`src/sv/fulut_pkg.sv`:
```
// ----------------------------------------------------------------------------
// fulut_pkg
// Shared types and constants for the first unique letter tracker.
// ----------------------------------------------------------------------------
package fulut_pkg;

    // letters in the alphabet, one list slot per letter
    localparam int Alphabet = 26;
    localparam int LetterW  = 5;
    localparam int IdxW     = $clog2(Alphabet);
    localparam int CountW   = 2;

    localparam logic [CountW-1:0] CountNone = 2'd0;
    localparam logic [CountW-1:0] CountOnce = 2'd1;
    localparam logic [CountW-1:0] CountMany = 2'd2;

    // list update broadcast to every cell
    typedef struct packed {
        logic               clear;
        logic               append;
        logic               remove;
        logic [LetterW-1:0] letter;
    } t_op;

    // content of one list slot
    typedef struct packed {
        logic               valid;
        logic [LetterW-1:0] letter;
    } t_slot;

endpackage

```
`src/sv/first_unique_letter_tracker_core.sv`:
```
// ----------------------------------------------------------------------------
// first_unique_letter_tracker_core
// Reports, per letter, the earliest letter seen exactly once in the stream.
// ----------------------------------------------------------------------------
//  channel  | dir | tdata                   | tuser
//  s_axis   | in  | [4:0] letter            | new_stream
//  m_axis   | out | [4:0] first_unique      | found
//
//  One transaction per cycle while the output is not stalled: the count
//  lookup, the list update over the cell row and the head pick all settle
//  in the cycle the letter is accepted; the ripple of the removal shift
//  through the cell row sets the path. Input is taken whenever the output
//  register is empty or drained in the same cycle. Synchronous active-low
//  reset empties the list, zeroes the counts and drops the output register.
// ----------------------------------------------------------------------------
module first_unique_letter_tracker_core (
    input  logic       i_clk,
    input  logic       i_rst_n,
    input  logic       i_s_axis_tvalid,
    output logic       o_s_axis_tready,
    input  logic [7:0] i_s_axis_tdata,  // [4:0] letter, [7:5] zero
    input  logic       i_s_axis_tuser,  // [0] new_stream
    output logic       o_m_axis_tvalid,
    input  logic       i_m_axis_tready,
    output logic [7:0] o_m_axis_tdata,  // [4:0] first_unique, [7:5] zero
    output logic       o_m_axis_tuser   // [0] found
);

    logic [fulut_pkg::CountW-1:0]  r_count [fulut_pkg::Alphabet];
    logic                          r_out_valid;
    logic                          r_found;
    logic [fulut_pkg::LetterW-1:0] r_first;

    logic                          accept;
    logic [fulut_pkg::LetterW-1:0] letter;
    logic [fulut_pkg::IdxW-1:0]    idx;
    logic                          in_range;
    logic [fulut_pkg::CountW-1:0]  cur_count;
    fulut_pkg::t_op                op;
    fulut_pkg::t_slot              head_next;

    assign o_s_axis_tready = ~r_out_valid | i_m_axis_tready;
    assign accept          = i_s_axis_tvalid & o_s_axis_tready;

    assign letter   = i_s_axis_tdata[fulut_pkg::LetterW-1:0];
    assign idx      = fulut_pkg::IdxW'(letter);
    assign in_range = int'(letter) < fulut_pkg::Alphabet;

    // count after any stream clear
    assign cur_count = (i_s_axis_tuser || !in_range) ? fulut_pkg::CountNone : r_count[idx];

    always_comb begin
        op.clear  = i_s_axis_tuser;
        op.append = in_range & (cur_count == fulut_pkg::CountNone);
        op.remove = in_range & (cur_count == fulut_pkg::CountOnce);
        op.letter = letter;
    end

    fulut_chain u_chain (
        .i_clk       (i_clk),
        .i_rst_n     (i_rst_n),
        .i_advance   (accept),
        .i_op        (op),
        .o_head_next (head_next)
    );

    always_ff @(posedge i_clk) begin
        if (!i_rst_n) begin
            for (int k = 0; k < fulut_pkg::Alphabet; k++) begin
                r_count[k] <= fulut_pkg::CountNone;
            end
        end else if (accept) begin
            for (int k = 0; k < fulut_pkg::Alphabet; k++) begin
                if (in_range && (int'(idx) == k)) begin
                    r_count[k] <= (cur_count == fulut_pkg::CountNone) ?
                                  fulut_pkg::CountOnce : fulut_pkg::CountMany;
                end else if (i_s_axis_tuser) begin
                    r_count[k] <= fulut_pkg::CountNone;
                end
            end
        end
    end

    always_ff @(posedge i_clk) begin
        if (!i_rst_n) begin
            r_out_valid <= 1'b0;
        end else if (accept) begin
            r_out_valid <= 1'b1;
        end else if (i_m_axis_tready) begin
            r_out_valid <= 1'b0;
        end
    end

    // hold the result until the downstream side takes it
    always_ff @(posedge i_clk) begin
        if (accept) begin
            r_found <= head_next.valid;
            r_first <= head_next.valid ? head_next.letter : '0;
        end
    end

    assign o_m_axis_tvalid = r_out_valid;
    assign o_m_axis_tdata  = {{(8 - fulut_pkg::LetterW){1'b0}}, r_first};
    assign o_m_axis_tuser  = r_found;

endmodule

```
`src/sv/fulut_cell.sv`:
```
// ----------------------------------------------------------------------------
// fulut_cell
// One slot of the arrival-ordered list. Takes the shift from its right
// neighbor when a removal hits here or further left, or takes an append when
// it is the first free slot.
// ----------------------------------------------------------------------------
module fulut_cell (
    input  logic             i_clk,
    input  logic             i_rst_n,
    input  logic             i_advance,
    input  fulut_pkg::t_op   i_op,
    input  logic             i_prev_valid,
    input  fulut_pkg::t_slot i_right,
    input  logic             i_shift,
    output fulut_pkg::t_slot o_slot,
    output logic             o_shift,
    output fulut_pkg::t_slot o_next
);

    logic                          r_valid;
    logic [fulut_pkg::LetterW-1:0] r_letter;
    logic                          match;

    // slot content after any stream clear
    assign o_slot.valid  = r_valid & ~i_op.clear;
    assign o_slot.letter = r_letter;

    assign match   = i_op.remove & o_slot.valid & (r_letter == i_op.letter);
    assign o_shift = i_shift | match;

    always_comb begin
        if (o_shift) begin
            o_next = i_right;
        end else if (i_op.append & ~o_slot.valid & i_prev_valid) begin
            o_next.valid  = 1'b1;
            o_next.letter = i_op.letter;
        end else begin
            o_next = o_slot;
        end
    end

    always_ff @(posedge i_clk) begin
        if (!i_rst_n) begin
            r_valid <= 1'b0;
        end else if (i_advance) begin
            r_valid <= o_next.valid;
        end
    end

    always_ff @(posedge i_clk) begin
        if (i_advance) begin
            r_letter <= o_next.letter;
        end
    end

endmodule

```
`src/sv/fulut_chain.sv`:
```
// ----------------------------------------------------------------------------
// fulut_chain
// Row of list cells, slot 0 the earliest. Exposes the next head slot.
// ----------------------------------------------------------------------------
module fulut_chain (
    input  logic             i_clk,
    input  logic             i_rst_n,
    input  logic             i_advance,
    input  fulut_pkg::t_op   i_op,
    output fulut_pkg::t_slot o_head_next
);

    fulut_pkg::t_slot slot_eff  [fulut_pkg::Alphabet];
    fulut_pkg::t_slot slot_next [fulut_pkg::Alphabet];
    logic             shift     [fulut_pkg::Alphabet+1];

    assign shift[0] = 1'b0;

    for (genvar g = 0; g < fulut_pkg::Alphabet; g++) begin : g_cell
        logic             prev_valid;
        fulut_pkg::t_slot right;

        if (g == 0) begin : g_first
            assign prev_valid = 1'b1;
        end else begin : g_mid
            assign prev_valid = slot_eff[g-1].valid;
        end

        if (g == fulut_pkg::Alphabet - 1) begin : g_last
            assign right = '0;
        end else begin : g_inner
            assign right = slot_eff[g+1];
        end

        fulut_cell u_cell (
            .i_clk        (i_clk),
            .i_rst_n      (i_rst_n),
            .i_advance    (i_advance),
            .i_op         (i_op),
            .i_prev_valid (prev_valid),
            .i_right      (right),
            .i_shift      (shift[g]),
            .o_slot       (slot_eff[g]),
            .o_shift      (shift[g+1]),
            .o_next       (slot_next[g])
        );
    end

    assign o_head_next = slot_next[0];

endmodule
```
`config.mk`:
```
export PLATFORM = sky130hd
export DESIGN_NAME = first_unique_letter_tracker_core
export DESIGN_NICKNAME = d
export VERILOG_FILES = /design/src/sv/fulut_pkg.sv /design/src/sv/first_unique_letter_tracker_core.sv /design/src/sv/fulut_cell.sv /design/src/sv/fulut_chain.sv
export SDC_FILE = /design/constraint.sdc
export NUM_CORES = 1
export LEC_CHECK = 0
export BUFFER_PORTS_ARGS = -buffer_cell sky130_fd_sc_hd__buf_2
export CAP_MARGIN = 5
export CORE_ASPECT_RATIO = 2
export CORE_MARGIN = 2
export CORE_UTILIZATION = 58
export DETAILED_ROUTE_END_ITERATION = 10
export HOLD_SLACK_MARGIN = 0.1
export PLACE_DENSITY = 0.74
export SYNTH_ARGS = -nofsm -noshare
export SYNTH_HDL_FRONTEND = slang
export SYNTH_HIERARCHICAL = 1
export SYNTH_SLANG_ARGS = --single-unit
export TNS_END_PERCENT = 30
```
`constraint.sdc`:
```
create_clock -name i_clk -period 15.8 [get_ports i_clk]
set_input_delay 1.58 -clock i_clk [delete_from_list [all_inputs] [get_ports i_clk]]
set_output_delay 1.58 -clock i_clk [all_outputs]
set_load 0.01 [all_outputs]
```
* Word-level counts from Yosys, hierarchy flattened *
Memories as Yosys holds them, arrays and structs flattened.
Cells that the tools add are included.

storage, ports and cells
  memories kept = 1
  memory bits (writable) = 52
  bits in registers = 163

operators by class
  bitwise logic cells = 238
  reduce and logical (&&, ||, !) cells = 81
  equal/unequal tests = 52
  muxes and demuxes = 318
  $lt $le $gt $ge = 1

memories
  name     depth  bits a word  rd ports  clocked after memory_dff  wr ports  RTL line                                text
  r_count  26     2            1         0                         26        first_unique_letter_tracker_core.sv:29  logic [fulut_pkg::CountW-1:0] r_count [fulut_pkg::Alphabet];

operators with widths
  operator              number
  $mux W6               52
  $mux W1               212
  $and A1 B1 Y1         132
  $eq A5 B5 Y1          26
  $mux W2               54
  $eq A5 B5 Y1 const B  16
  $or A1 B1 Y1          78
  $reduce_bool A2 Y1    26
  $reduce_and A2 Y1     25
  $eq A5 B4 Y1 const B  6
  $not A1 Y1            28
  $logic_and A1 B1 Y1   26
  $eq A5 B3 Y1 const B  2
  $eq A5 B2 Y1 const B  1
  $logic_not A5 Y1      1
  $lt A5 B5 Y1 const B  1
  $eq A2 B1 Y1 const B  1
  $logic_not A2 Y1      1
  $logic_not A1 Y1      1
  $logic_or A1 B1 Y1    1

* Longest topological paths before layout *
  depth in word-level cells = 35
  gate-level depth with buffers = 63
  mapped depth without buffers = 60

* Hierarchy *
The synthesis kept the hierarchy.

modules (own cells, without submodules)
  module                            sequential area each (um^2)  cells each  instances  area each (um^2)
  fulut_cell                        170.2                        36          26         432.9
  first_unique_letter_tracker_core  1761.7                       288         1          3266.9
  fulut_chain                       0.0                          2           1          7.5

* Worst setup path before layout *
Ideal clock, no wire load.

  path kind = input to register
  start = input port i_s_axis_tdata[1]
  end = register u_chain.g_cell[25].u_cell.r_valid
  data arrival time = 13278 ps
  data required time = 15670 ps
  library setup time = 130 ps
  path slack = 2392 ps
  stages = 62
  cell sequence = buf_6 -> mux4_2 -> mux2_2 -> o211ai_2 -> nor2_2 -> buf_6 -> and2_1 -> nand3b_1 -> nor4_4 -> a21oi_2 -> inv_1 -> a21oi_2 -> inv_1 -> a21oi_2 -> inv_1 -> a21oi_2 -> inv_1 -> a21oi_2 -> [26 not listed] -> inv_1 -> a21oi_2 -> inv_1 -> a21oi_2 -> inv_1 -> a21oi_2 -> inv_1 -> a21oi_2 -> inv_1 -> a21oi_2 -> inv_1 -> a21oi_2 -> inv_1 -> a21oi_2 -> inv_1 -> nor3b_1 -> a21oi_1 -> a41o_1

RTL lines
  element               RTL line                                text
  start, declared       first_unique_letter_tracker_core.sv:21  input logic [7:0] i_s_axis_tdata,
  end signal, assigned  fulut_cell.sv:46                        r_valid <= o_next.valid;
  end, declared         fulut_cell.sv:20                        logic r_valid;

==> results.sh <==
export IMPL_ios=24
export IMPL_max_clock_freq_ghz=0.0690
export IMPL_final_layout_size_suffix_gt1_share_pct=28.4
export IMPL_fin_nets=1255
export IMPL_area_growth_pct=8.39
export IMPL_drt_iter0_markers=468
export IMPL_clk_latency_ns=0.52
export IMPL_cts_tree="yes"
export IMPL_cp_start_kind="input port"
export IMPL_total_power_uw=1460
export IMPL_drt_pass1_iter_count=5
export IMPL_fin_skew_ns=0.0148
export IMPL_critical_path_arrival_ns=14.76
export IMPL_dieWidth_um=115
export IMPL_path_buf_inv=28
export IMPL_cap_violations=0
export IMPL_layoutNonFillerInstCount=1589
export IMPL_power_leakage_uw=0.00573
export IMPL_crit_required_ns=16.07
export IMPL_internal_power_uw=1060
export IMPL_io_buffers=17
export IMPL_post_cts_setup_buffers=0
export IMPL_min_period_ns=14.49
export IMPL_p_seq_share_pct=48.5
export IMPL_pwr_density_cell_nw_per_um2=93.5
export IMPL_ir_drop_mv=0.131
export IMPL_crit_path_end_kind="register"
export IMPL_critical_path_class="input port to register"
export IMPL_dieArea_um2=26200
export IMPL_dr_total_vias=9561
export IMPL_grt_pass1_vias=10087
export IMPL_diodes=0
export IMPL_die_h_um=227
export IMPL_drt_wl_total_mm=32.9
export IMPL_hold_class="register to register"
export IMPL_dpl_cell_area_um2=14900
export IMPL_rows=81
export IMPL_crit_slowest_cell="mux4_2"
export IMPL_timing_final_crit_share_pct=91.7
export IMPL_viasPerCell=6.02
export IMPL_antenna_found_initial=1
export IMPL_start_util_pct=59.0
export IMPL_syn_avg_cell_area_um2=12.0
export IMPL_setup_viol=0
export IMPL_core_area_um2=24400
export IMPL_r2r_slack_ns=2.37
export IMPL_clkPwrFrac_pct=34.6
export IMPL_rsz0062_at_grt="no"
export IMPL_status="finished clean"
export IMPL_overflow=0
export IMPL_worstMarginPinSlew_ns=1.16
export IMPL_cts_buffers=21
export IMPL_ant_nets=0
export IMPL_clockRootBuffer="clkbuf_16"
export IMPL_power_frac_comb_pct=17.0
export IMPL_cp_common_cell="a21oi_2"
export IMPL_critPathTopFamily="compound AO/OA/AOI/OAI gates"
export IMPL_hold_slack_ns=0.600
export IMPL_gp_congestion=0.828
export IMPL_grt_max_degree=75
export IMPL_net_switching_power_uw=401
export IMPL_drc=0
export IMPL_fin_area_um2=15600
export IMPL_hold_viol=0
export IMPL_clkTransAtPathRegs_ns=0.07
export IMPL_cts_sinks=215
export IMPL_switching_share_pct=27.5
export IMPL_slowest_delay_ns=0.55
export IMPL_grt_pass1_wl_mm=52.6
export IMPL_setup_tns_final_ns=0
export IMPL_cts_path_max_buffers=3
export IMPL_slew_violations=0
export IMPL_fillers=1952
export IMPL_dp_hpwl_mm=22.4
export IMPL_dp_cells=1551
export IMPL_crit_fanout=23
export IMPL_relSlewSlack_pct=22.3
export IMPL_wl_per_cell_um=20.7
export IMPL_netlist_area_um2=14400
export IMPL_htree_levels=1
export IMPL_netlist_instances=1200
export IMPL_yosysWarnings=6
export IMPL_grt_usage_pct=25.5
sequential cells by signal, summed over array words and instances (netlist names):
signal,cells
o_m_axis_tuser,1
o_m_axis_tvalid,1
r_count,52
r_first,5
u_chain/g_cell.u_cell/r_letter,130
u_chain/g_cell.u_cell/r_valid,26
stage by stage:
| step | worst slack, ns | util, % |
|---|---|---|
| 2_1_floorplan | 2.83 | - |
| 3_3_place_gp | 0.873 | 61.2 |
| 3_5_place_dp | 0.722 | 61.2 |
| 4_1_cts | 1.22 | 63.9 |
| 5_1_grt | 0.0820 | 63.9 |
| 6_report | 1.31 | 63.9 |
final timing paths:
kind	start	end	depth (start not counted)
max	i_s_axis_tdata[1]	u_chain/g_cell[24].u_cell/r_letter[0]	61
min	o_m_axis_tvalid	o_m_axis_tvalid	2
max reg2reg	r_count[16][0]	u_chain/g_cell[24].u_cell/r_letter[0]	60
min reg2reg	o_m_axis_tvalid	o_m_axis_tvalid	2
cell usage in the layout, fill, tap and decap left out, types with 27 or more instances in the layout:
cell type and instances:
a21oi_1 48, dfxtp_1 27, edfxtp_1 188, inv_1 53, mux2_1 79, mux2_2 186
nand2_1 42, nand3_1 37, nand3b_1 27, nor2_1 65, o21ai_0 33, xor2_1 130
power groups by stage:
stage,registers (uW),logic (uW),clock network [uW]
2_1_floorplan,710,185,0
6_report,707,247,504
5_1_grt,712,270,529
4_1_cts,708,247,515
3_3_place_gp,718,239,0
3_5_place_dp,720,245,0
worst register-to-register path, delay by kind of cell (launching register included):
family	cells	cell delay, ns
AOI/OAI and AO/OA	26	7.14
buffers and inverters	27	3.77
muxes	3	1.10
and+or+nand+nor	4	0.79
DFF	1	0.37
per-layer routing:
layer / global-route usage [%] / wire, um
met5: 0 / 13
met2: 50.3 / 18900
met1: 26.2 / 11700
met3: 2.94 / 979
met4: 10.9 / 1240
cell type report:
class	count	area [um2]	area share, %
Clock buffer	29	556	3.56
Tap cell	332	415	2.66
Clock inverter	9	103	0.657
Timing Repair Buffer	40	263	1.68
Inverter	54	208	1.33
Multi-Input combinational cell	910	7880	50.5
Sequential cell	215	6190	39.6
what timing repair did:
action                     CTS  global route
hold buffers                 0             0
resized for setup            0             1
setup endpoints to repair    0             1
No activity file was read; power rests on OpenSTA's default activity.
